### src/design/prg_pkg.sv
// prg_pkg: shared types and constants of the parameter ramp generator
// sequencer states, curve codes, register indexes and fixed Q0.16 constants
// used by parameter_ramp_generator_unit; depends on nothing
package prg_pkg;

  // register indexes on the configuration channel
  localparam int CFG_IDX_BITS = 3;

  typedef enum logic [CFG_IDX_BITS-1:0] {
    REG_START   = 3'd0,
    REG_GOAL    = 3'd1,
    REG_LENGTH  = 3'd2,
    REG_CURVE   = 3'd3,
    REG_RAMP_EN = 3'd4,
    REG_MOD_EN  = 3'd5
  } cfg_reg_e;

  // curve codes; the unused code falls back to linear
  localparam int CURVE_BITS = 2;

  typedef enum logic [CURVE_BITS-1:0] {
    CURVE_LINEAR = 2'd0,
    CURVE_EXP    = 2'd1,
    CURVE_LOG    = 2'd2
  } curve_e;

  // Q0.16 fractions carried with one integer bit so that 1.0 fits
  localparam int FRAC_BITS = 16;
  localparam int QW        = FRAC_BITS + 1;

  localparam logic [QW-1:0] Q16_ONE  = 17'h10000;
  localparam logic [QW-1:0] COEF_LIN = 17'd629;
  localparam logic [QW-1:0] COEF_SQ  = 17'd1163;
  // ceil(2^19 / 7), quotient may come out one high and is corrected after
  localparam logic [QW-1:0] REC7     = 17'd74899;

  // long division makes one quotient bit per cycle
  localparam int DIV_CNT_BITS = 4;
  localparam logic [DIV_CNT_BITS-1:0] DIV_LAST = 4'd15;

  typedef enum logic [4:0] {
    ST_IDLE,
    ST_DIV,
    ST_PREP,
    ST_SQ,
    ST_CUBE,
    ST_QUINT,
    ST_LIN1,
    ST_REC1,
    ST_FIX1,
    ST_REC2,
    ST_FIX2,
    ST_SUB,
    ST_POLY,
    ST_SCALE,
    ST_ACC,
    ST_MODM,
    ST_MODA,
    ST_MODS,
    ST_OUT
  } state_e;

endpackage

### src/design/parameter_ramp_generator_unit.sv
// parameter_ramp_generator_unit: one ramped Q16.16 level per sample beat
// iterative long divider plus one shared multiplier under a small sequencer
// depends on prg_pkg
//
//  channel | signals                                     | dir | purpose
//  --------+---------------------------------------------+-----+--------------------------
//  cfg     | cfg_valid_i cfg_ready_o cfg_index_i cfg_data_i| in  | register writes
//  in      | in_valid_i in_ready_o mod_value_i           | in  | one modulator beat/tick
//  out     | out_valid_o out_ready_i level_o ramp_done_o | out | one level beat/tick
//
// a disabled or finished ramp skips the divider; a running ramp passes the
// 16-step divider, and the exp and log curves then a chain of
// products through the one multiplier; modulation steps through each 16-bit
// digit of the modulator. reset clears the config registers and the ramp.
// the input is taken while a finished level still waits in the output register.
// config and input are taken only while the sequencer is idle, config first.
module parameter_ramp_generator_unit #(
  parameter int LENGTH_BITS = 24,
  parameter int VALUE_BITS  = 32
) (
  input  logic                                  clk_i,
  input  logic                                  rst_ni,
  input  logic                                  cfg_valid_i,
  output logic                                  cfg_ready_o,
  input  logic [prg_pkg::CFG_IDX_BITS-1:0]      cfg_index_i,
  input  logic [((VALUE_BITS > LENGTH_BITS) ? VALUE_BITS : LENGTH_BITS)-1:0] cfg_data_i,
  input  logic                                  in_valid_i,
  output logic                                  in_ready_o,
  input  logic signed [VALUE_BITS-1:0]          mod_value_i,
  output logic                                  out_valid_o,
  input  logic                                  out_ready_i,
  output logic signed [VALUE_BITS-1:0]          level_o,
  output logic                                  ramp_done_o
);

  localparam int QW     = prg_pkg::QW;
  localparam int MulA   = (VALUE_BITS + 1 > 19) ? VALUE_BITS + 1 : 19;
  localparam int ProdW  = MulA + QW;
  localparam int NumDig = (VALUE_BITS + 15) / 16;
  localparam int DigW   = (NumDig > 1) ? $clog2(NumDig) : 1;
  localparam int AccW   = 2 * VALUE_BITS;
  localparam int QuoW   = AccW - 16;

  localparam logic [VALUE_BITS-1:0] VMax = {1'b0, {(VALUE_BITS-1){1'b1}}};
  localparam logic [VALUE_BITS-1:0] VMin = {1'b1, {(VALUE_BITS-1){1'b0}}};
  localparam logic [QuoW-1:0] QLim = {{(QuoW-1){1'b0}}, 1'b1} << (VALUE_BITS - 1);
  localparam logic [DigW-1:0] DigTop = DigW'(NumDig - 1);

  // configuration registers
  logic signed [VALUE_BITS-1:0]  start_q, goal_q;
  logic [LENGTH_BITS-1:0]        len_q;
  logic [prg_pkg::CURVE_BITS-1:0] curve_q;
  logic                          ramp_en_q, mod_en_q;

  // ramp state
  logic [LENGTH_BITS-1:0] pos_q;
  logic                   reached_q;

  prg_pkg::state_e state_q, state_d;

  // working registers
  logic signed [VALUE_BITS-1:0] base_q, oth_q, mod_q, lvl_q;
  logic                         done_q;
  logic [LENGTH_BITS-1:0]       rem_q;
  logic [15:0]                  quo_q;
  logic [prg_pkg::DIV_CNT_BITS-1:0] cnt_q;
  logic [QW-1:0]                m_q, m2_q, m3_q, d_q, f_q, p_q;
  logic [18:0]                  t_q;
  logic [ProdW-1:0]             prod_q;
  logic [AccW-1:0]              acc_q;
  logic [DigW-1:0]              dig_q;

  // output register
  logic                         out_valid_q;
  logic signed [VALUE_BITS-1:0] level_out_q;
  logic                         done_out_q;

  // handshakes and shared multiplier operands
  logic             in_fire, cfg_fire, out_load, cfg_known;
  logic [MulA-1:0]  mul_a;
  logic [QW-1:0]    mul_b;

  // accept-time decision
  logic                   ended, is_linear, is_exp;
  logic [LENGTH_BITS-1:0] pos_inc;

  // datapath helpers
  logic [LENGTH_BITS:0]      div_sh;
  logic                      div_bit;
  logic [QW-1:0]             prod_hi, quo_ext;
  logic [18:0]               prod_t;
  logic [QW-1:0]             rec_q0, rec_fix;
  logic [19:0]               rec_x7;
  logic [17:0]               poly_sub;
  logic signed [VALUE_BITS:0] diff;
  logic                      diff_neg;
  logic [VALUE_BITS:0]       diff_mag, scale_r;
  logic [VALUE_BITS+1:0]     scale_sum;
  logic [VALUE_BITS-1:0]     scale_sat;
  logic [VALUE_BITS-1:0]     lvl_mag, mod_mag;
  logic [NumDig*16-1:0]      mod_pad;
  logic [15:0]               mod_dig;
  logic                      mod_neg;
  logic [QuoW-1:0]           mod_quo;
  logic [VALUE_BITS-1:0]     mod_res;

  assign in_fire  = in_valid_i && in_ready_o;
  assign cfg_fire = cfg_valid_i && cfg_ready_o;

  assign cfg_known = (cfg_index_i == prg_pkg::REG_START)   ||
                     (cfg_index_i == prg_pkg::REG_GOAL)    ||
                     (cfg_index_i == prg_pkg::REG_LENGTH)  ||
                     (cfg_index_i == prg_pkg::REG_CURVE)   ||
                     (cfg_index_i == prg_pkg::REG_RAMP_EN) ||
                     (cfg_index_i == prg_pkg::REG_MOD_EN);

  assign ended     = reached_q || (len_q == '0) || (pos_q >= len_q);
  assign pos_inc   = pos_q + LENGTH_BITS'(1);
  assign is_exp    = (curve_q == prg_pkg::CURVE_EXP);
  assign is_linear = (curve_q != prg_pkg::CURVE_EXP) && (curve_q != prg_pkg::CURVE_LOG);

  // one restoring division step: remainder stays below the length
  assign div_sh  = {rem_q, 1'b0};
  assign div_bit = (div_sh >= {1'b0, len_q});

  assign quo_ext = {1'b0, quo_q};
  assign prod_hi = prod_q[32:16];
  assign prod_t  = prod_q[26:8];

  // divide by 7 through the reciprocal, at most one high
  assign rec_q0  = prod_q[35:19];
  assign rec_x7  = ({3'b000, rec_q0} << 3) - {3'b000, rec_q0};
  assign rec_fix = (rec_x7 > {1'b0, t_q}) ? rec_q0 - QW'(1) : rec_q0;

  assign poly_sub = prod_q[33:16];

  assign diff     = {oth_q[VALUE_BITS-1], oth_q} - {base_q[VALUE_BITS-1], base_q};
  assign diff_neg = diff[VALUE_BITS];
  assign diff_mag = diff_neg ? (VALUE_BITS+1)'(0) - diff : diff;

  assign scale_r   = prod_q[16 +: VALUE_BITS+1];
  assign scale_sum = {{2{base_q[VALUE_BITS-1]}}, base_q} +
                     (diff_neg ? (VALUE_BITS+2)'(0) - {1'b0, scale_r} : {1'b0, scale_r});

  always_comb begin
    if ((scale_sum[VALUE_BITS+1:VALUE_BITS-1] == 3'b000) ||
        (scale_sum[VALUE_BITS+1:VALUE_BITS-1] == 3'b111)) begin
      scale_sat = scale_sum[VALUE_BITS-1:0];
    end else if (scale_sum[VALUE_BITS+1]) begin
      scale_sat = VMin;
    end else begin
      scale_sat = VMax;
    end
  end

  // modulation works on magnitudes, digits of the modulator from the top
  assign lvl_mag = lvl_q[VALUE_BITS-1] ? VALUE_BITS'(0) - lvl_q : lvl_q;
  assign mod_mag = mod_q[VALUE_BITS-1] ? VALUE_BITS'(0) - mod_q : mod_q;
  assign mod_pad = (NumDig*16)'(mod_mag);
  assign mod_dig = mod_pad[dig_q*16 +: 16];
  assign mod_neg = lvl_q[VALUE_BITS-1] ^ mod_q[VALUE_BITS-1];
  assign mod_quo = acc_q[AccW-1:16];

  always_comb begin
    if (mod_quo > QLim) begin
      mod_res = mod_neg ? VMin : VMax;
    end else if (mod_neg) begin
      mod_res = VALUE_BITS'(0) - mod_quo[VALUE_BITS-1:0];
    end else if (mod_quo[VALUE_BITS-1]) begin
      mod_res = VMax;
    end else begin
      mod_res = mod_quo[VALUE_BITS-1:0];
    end
  end

  // next state
  always_comb begin
    state_d = state_q;
    unique case (state_q)
      prg_pkg::ST_IDLE: begin
        if (in_fire) begin
          if (ramp_en_q && !ended) begin
            state_d = prg_pkg::ST_DIV;
          end else if (mod_en_q) begin
            state_d = prg_pkg::ST_MODM;
          end else begin
            state_d = prg_pkg::ST_OUT;
          end
        end
      end
      prg_pkg::ST_DIV: begin
        if (cnt_q == prg_pkg::DIV_LAST) state_d = prg_pkg::ST_PREP;
      end
      prg_pkg::ST_PREP:  state_d = is_linear ? prg_pkg::ST_SCALE : prg_pkg::ST_SQ;
      prg_pkg::ST_SQ:    state_d = prg_pkg::ST_CUBE;
      prg_pkg::ST_CUBE:  state_d = prg_pkg::ST_QUINT;
      prg_pkg::ST_QUINT: state_d = prg_pkg::ST_LIN1;
      prg_pkg::ST_LIN1:  state_d = prg_pkg::ST_REC1;
      prg_pkg::ST_REC1:  state_d = prg_pkg::ST_FIX1;
      prg_pkg::ST_FIX1:  state_d = prg_pkg::ST_REC2;
      prg_pkg::ST_REC2:  state_d = prg_pkg::ST_FIX2;
      prg_pkg::ST_FIX2:  state_d = prg_pkg::ST_SUB;
      prg_pkg::ST_SUB:   state_d = prg_pkg::ST_POLY;
      prg_pkg::ST_POLY:  state_d = prg_pkg::ST_SCALE;
      prg_pkg::ST_SCALE: state_d = prg_pkg::ST_ACC;
      prg_pkg::ST_ACC:   state_d = mod_en_q ? prg_pkg::ST_MODM : prg_pkg::ST_OUT;
      prg_pkg::ST_MODM:  state_d = prg_pkg::ST_MODA;
      prg_pkg::ST_MODA:  state_d = (dig_q == '0) ? prg_pkg::ST_MODS : prg_pkg::ST_MODM;
      prg_pkg::ST_MODS:  state_d = prg_pkg::ST_OUT;
      prg_pkg::ST_OUT: begin
        if (!out_valid_q || out_ready_i) state_d = prg_pkg::ST_IDLE;
      end
      default: state_d = prg_pkg::ST_IDLE;
    endcase
  end

  // sequencer outputs: handshakes and multiplier operand selection
  always_comb begin
    cfg_ready_o = (state_q == prg_pkg::ST_IDLE);
    in_ready_o  = (state_q == prg_pkg::ST_IDLE) && !cfg_valid_i;
    out_load    = (state_q == prg_pkg::ST_OUT) && (!out_valid_q || out_ready_i);
    mul_a       = '0;
    mul_b       = '0;
    unique case (state_q)
      prg_pkg::ST_SQ: begin
        mul_a = MulA'(m_q);
        mul_b = m_q;
      end
      prg_pkg::ST_CUBE: begin
        mul_a = MulA'(prod_hi);
        mul_b = m_q;
      end
      prg_pkg::ST_QUINT: begin
        mul_a = MulA'(prod_hi);
        mul_b = m2_q;
      end
      prg_pkg::ST_LIN1: begin
        mul_a = MulA'(m_q);
        mul_b = prg_pkg::COEF_LIN;
      end
      prg_pkg::ST_REC1, prg_pkg::ST_REC2: begin
        mul_a = MulA'(prod_t);
        mul_b = prg_pkg::REC7;
      end
      prg_pkg::ST_FIX1: begin
        mul_a = MulA'(m2_q);
        mul_b = prg_pkg::COEF_SQ;
      end
      prg_pkg::ST_SUB: begin
        mul_a = MulA'(d_q);
        mul_b = p_q;
      end
      prg_pkg::ST_SCALE: begin
        mul_a = MulA'(diff_mag);
        mul_b = f_q;
      end
      prg_pkg::ST_MODM: begin
        mul_a = MulA'(lvl_mag);
        mul_b = {1'b0, mod_dig};
      end
      default: begin
        mul_a = '0;
        mul_b = '0;
      end
    endcase
  end

  // control state
  always_ff @(posedge clk_i or negedge rst_ni) begin
    if (!rst_ni) begin
      state_q     <= prg_pkg::ST_IDLE;
      start_q     <= '0;
      goal_q      <= '0;
      len_q       <= '0;
      curve_q     <= '0;
      ramp_en_q   <= 1'b0;
      mod_en_q    <= 1'b0;
      pos_q       <= '0;
      reached_q   <= 1'b0;
      out_valid_q <= 1'b0;
    end else begin
      state_q <= state_d;
      if (cfg_fire) begin
        unique case (cfg_index_i)
          prg_pkg::REG_START:   start_q   <= cfg_data_i[VALUE_BITS-1:0];
          prg_pkg::REG_GOAL:    goal_q    <= cfg_data_i[VALUE_BITS-1:0];
          prg_pkg::REG_LENGTH:  len_q     <= cfg_data_i[LENGTH_BITS-1:0];
          prg_pkg::REG_CURVE:   curve_q   <= cfg_data_i[prg_pkg::CURVE_BITS-1:0];
          prg_pkg::REG_RAMP_EN: ramp_en_q <= cfg_data_i[0];
          prg_pkg::REG_MOD_EN:  mod_en_q  <= cfg_data_i[0];
          default: ;
        endcase
        // any known register write restarts the ramp
        if (cfg_known) begin
          pos_q     <= '0;
          reached_q <= 1'b0;
        end
      end else if (in_fire && ramp_en_q) begin
        if (ended) begin
          reached_q <= 1'b1;
        end else begin
          pos_q     <= pos_inc;
          reached_q <= (pos_inc >= len_q);
        end
      end
      if (out_load) begin
        out_valid_q <= 1'b1;
      end else if (out_ready_i) begin
        out_valid_q <= 1'b0;
      end
    end
  end

  // datapath
  always_ff @(posedge clk_i) begin
    prod_q <= ProdW'(mul_a) * ProdW'(mul_b);
    unique case (state_q)
      prg_pkg::ST_IDLE: begin
        if (in_fire) begin
          mod_q  <= mod_value_i;
          acc_q  <= '0;
          dig_q  <= DigTop;
          rem_q  <= pos_q;
          quo_q  <= '0;
          cnt_q  <= '0;
          base_q <= is_exp ? goal_q : start_q;
          oth_q  <= is_exp ? start_q : goal_q;
          if (!ramp_en_q) begin
            lvl_q  <= start_q;
            done_q <= 1'b0;
          end else if (ended) begin
            lvl_q  <= goal_q;
            done_q <= 1'b1;
          end else begin
            done_q <= 1'b0;
          end
        end
      end
      prg_pkg::ST_DIV: begin
        rem_q <= div_bit ? LENGTH_BITS'(div_sh - {1'b0, len_q}) : LENGTH_BITS'(div_sh);
        quo_q <= {quo_q[14:0], div_bit};
        cnt_q <= cnt_q + prg_pkg::DIV_CNT_BITS'(1);
      end
      prg_pkg::ST_PREP: begin
        f_q <= quo_ext;
        m_q <= is_exp ? prg_pkg::Q16_ONE - quo_ext : quo_ext;
      end
      prg_pkg::ST_CUBE:  m2_q <= prod_hi;
      prg_pkg::ST_QUINT: m3_q <= prod_hi;
      prg_pkg::ST_LIN1:  d_q  <= (m2_q > prod_hi) ? m2_q - prod_hi : '0;
      prg_pkg::ST_REC1:  t_q  <= prod_t;
      prg_pkg::ST_FIX1:  p_q  <= rec_fix;
      prg_pkg::ST_REC2:  t_q  <= prod_t;
      prg_pkg::ST_FIX2:  p_q  <= p_q + rec_fix;
      prg_pkg::ST_POLY: begin
        f_q <= ({1'b0, m3_q} > poly_sub) ? QW'({1'b0, m3_q} - poly_sub) : '0;
      end
      prg_pkg::ST_ACC:   lvl_q <= scale_sat;
      prg_pkg::ST_MODA: begin
        acc_q <= (acc_q << 16) + AccW'(prod_q);
        dig_q <= dig_q - DigW'(1);
      end
      prg_pkg::ST_MODS:  lvl_q <= mod_res;
      default: ;
    endcase
    if (out_load) begin
      level_out_q <= lvl_q;
      done_out_q  <= done_q;
    end
  end

  assign out_valid_o = out_valid_q;
  assign level_o     = level_out_q;
  assign ramp_done_o = done_out_q;

  // divider remainder never reaches the length
  assert property (@(posedge clk_i) disable iff (!rst_ni)
    (state_q == prg_pkg::ST_DIV) |-> (rem_q < len_q))
    else $error("divider remainder not below ramp length");

  // a finished ramp sits at or past its length
  assert property (@(posedge clk_i) disable iff (!rst_ni)
    reached_q |-> (pos_q >= len_q))
    else $error("goal flag set with ramp position short of length");

  // an accepted beat always starts the sequencer
  assert property (@(posedge clk_i) disable iff (!rst_ni)
    in_fire |=> (state_q != prg_pkg::ST_IDLE))
    else $error("accepted beat left sequencer idle");

  // curve factor never exceeds one when scaling
  assert property (@(posedge clk_i) disable iff (!rst_ni)
    (state_q == prg_pkg::ST_SCALE) |-> (f_q <= prg_pkg::Q16_ONE))
    else $error("curve factor above one");

endmodule
### config.mk
export PLATFORM = sky130hd
export DESIGN_NAME = parameter_ramp_generator_unit
export DESIGN_NICKNAME = d
export VERILOG_FILES = /design/src/design/prg_pkg.sv /design/src/design/parameter_ramp_generator_unit.sv
export SDC_FILE = /design/constraint.sdc
export NUM_CORES = 2
export LEC_CHECK = 0
export BUFFER_PORTS_ARGS = -buffer_cell sky130_fd_sc_hd__buf_2
export CORE_MARGIN = 1.5
export CORE_UTILIZATION = 67
export DETAILED_ROUTE_END_ITERATION = 10
export GPL_TIMING_DRIVEN = 1
export MAX_ROUTING_LAYER = met4
export PLACE_DENSITY = 0.84
export SETUP_SLACK_MARGIN = 0.15
export SLEW_MARGIN = 20
export SYNTH_ARGS = -nofsm -noshare
export SYNTH_HDL_FRONTEND = slang
export SYNTH_SLANG_ARGS = --single-unit
### constraint.sdc
create_clock -name clk_i -period 28.5 [get_ports clk_i]
set_input_delay 5.7 -clock clk_i [delete_from_list [all_inputs] [get_ports clk_i]]
set_output_delay 5.7 -clock clk_i [all_outputs]
set_load 0.005 [all_outputs]
==> results.ini <==
[finish]
instances_no_fill=7061
seqCellArea_mm2=0.01585
postLayoutCoreUtil_pct=72.90
area_growth_pct=7.609
layout-drive-gt1-share_pct=9.174
nets=6862
fill_cells=5812
multi_input_area_mm2=0.03649

[global_route]
grt_pass1_wl_um=281300
grt_max_degree=66
grt_pass1_vias=46680
grt_overflow=0
grt_usage_pct=45.54
antenna_found_initial=8

[cts]
cts-htree-levels=3
postCtsHoldBufs=0
cts.sinks=565
cts_buffer_depth=3
path_clk_slew_ns=0.06
root_buffer=clkbuf_16
post_cts_resized=0
cts_setup_buffers=0
cts_tree=yes
cts_buffers=66
worstSkewPairLatency_ns=0.65

[logic_synthesis]
synth_edf_count=392
synth_cell_types=96
synth_nets=6838
synth_area_mm2=0.05563
ys.flop_type=edfxtp_1
synth-async-reset-ratio_pct=21.77
ys_seq_area_share_pct=28.49
synth-seq-cells=565
synthTopCellsByArea=edfxtp_1, fa_1, ha_1
post_synth_inst_count=5907
synth.most_common_cell=inv_1
synth_top_cell_by_area=edfxtp_1
synth.avg_cell_area_um2=9.417
synth_common_cells=inv_1, nand2_1, fa_1
yosys_warnings=0
yosysTopAreaCellShare_pct=21.16

[sta]
hold_viol_final=0
setup_tns_ns=0
setup_ws_ns=16.73
slew_violations=0
grt_setup_unrepaired=false
skew_ns=0.02653
finalSetupViolCount=0
min_period_over_period_pct=41.30
slew_headroom_pct=18.61
fin_hold_ws_ns=0.4426
fmax_mhz=84.95
final.min_clock_period_ns=11.77
tightest_slew_ns=1.221

[worst_hold_path]
hold_path.class=flip-flop to flip-flop
hold_path_startpoint=done_q

[critical_path]
end_kind=primary output
cp-startpoint=cfg_valid_i
cpMaxStageDelayCell=buf_2
startpoint_type=primary input
crit_arrival_ns=6.07
r2r_setup_slack_ns=17.33
critPathRequiredTime_ns=22.80
cp_max_fo=3
r2r-start=base_q[0]
cpMostUsedCell=buf_2
path_class=primary input to primary output
max_stage_delay_ns=0.13
crit_chain=buf_2 -> nor2_1 -> buf_2

[place]
place_congestion=1.064
io_buffers=107
place_inst=6932
dp_hpwl_um=138700
post-place-ws_ns=16.73

[detailed_routing]
via_per_inst=6.725
first_pass_iters=8
detail_route.wl_per_cell_um=26.51
drc=0
ant_nets=0
drt-initial-drc-count=6301
finalWirelength_um=187200
vias=47490

[die]
die_area_mm2=0.08476
die_x_um=291.1
rows=105
dieHeight_um=291.1
ios=108
coreArea_mm2=0.08211
initial_core_util_pct=67.75

[flow_run]
drv_cap=0

[pwr]
power_density_mw_per_mm2=109.5
p_leak_nw=26.42
vdd_drop_max_mv=0.08346

[run_status]
outcome=complete, no violations

==> kinds of logic (layout without fill, tap and decap cells) <==
kind of cell,count (synthesis),after routing,synth area share (%)
AO/OA/AOI/OAI,1229,1229,14.62
XOR/XNOR,371,371,5.841
adder cells (fa/ha/maj),859,859,25.68
buffers and inverters,930,1007,6.390
flip-flops,565,565,28.49
multiplexers,187,187,3.720
other,0,7,0
AND/OR/NAND/NOR,1766,1766,15.25
==> stage by stage <==
step | instance area [um^2] | power (W)
CTS | 59790 | 0.006394
detailed placement | 57520 | 0.005437
floorplan | 55630 | 0.004187
global placement | 57520 | 0.005319
finish | 59860 | 0.006552
global route | 59850 | 0.006917
==> worst max-delay path: cells and delay by family <==
| kind | cells | cell delay (ns) |
|---|---|---|
| buffers and inverters | 2 | 0.24 |
| AND/OR/NAND/NOR | 1 | 0.12 |
==> registers in the layout (all words and copies together), names as in the netlist, 24 cells and up <==
| signal | count |
|---|---|
| acc_q | 64 |
| base_q | 32 |
| goal_q | 32 |
| len_q | 24 |
| level_o | 32 |
| lvl_q | 32 |
| mod_q | 32 |
| oth_q | 32 |
| pos_q | 24 |
| prod_q | 50 |
| rem_q | 24 |
| start_q | 32 |
==> worst paths after layout <==
path / cells past startpoint / end
min in group asynchronous: 1 / goal_q[24]
worst max-delay path: 3 / in_ready_o
max in group asynchronous: 2 / ramp_en_q
worst min register to register: 0 / ramp_done_o
worst max register to register: 34 / prod_q[49]
worst min-delay path: 0 / ramp_done_o
==> cell type report <==
type	instances	area share, %
diodes	7	0.02926
clock buffers	87	3.025
clock inverters	34	0.7755
inverters	672	4.218
multi-input cells	4412	60.96
flip-flops and latches	565	26.48
well taps	1070	2.237
repair buffers	214	2.274
==> cell usage in the layout (no fill, tap or decap), types with 39 or more instances in the layout <==
cell type	instances
inv_1	671
nand2_1	612
fa_1	471
edfxtp_1	392
ha_1	387
nor2_1	375
a21oi_1	325
xnor2_1	238
o21ai_0	234
mux2_2	144
a21o_1	137
xor2_1	131
dfrtp_1	122
and2_1	117
buf_4	107
buf_2	106
nand3_1	100
nor2b_1	89
nor3_1	89
nand2b_1	86
clkbuf_16	66
and3_1	57
o221ai_1	57
o21a_1	50
dfxtp_1	50
nand4_1	46
or3_1	41
mux2i_1	41
o31ai_1	39
==> where the power goes <==
group | internal, W | switching (W)
sequential | 0.00116 | 0.000217
combinational | 0.00156 | 0.00271
clock | 0.000527 | 0.000375
total | 0.00325 | 0.00330
==> layer usage <==
layer	vias to the layer above	part of all wire [%]	track usage, %
met3	805	12	9.918
li1	20500	-	-
met1	22940	37	57.68
met4	0	7.7	28.46
met2	3242	43	66.75
met5	-	0	-
Note: power is estimated with default switching activity, not from simulation.
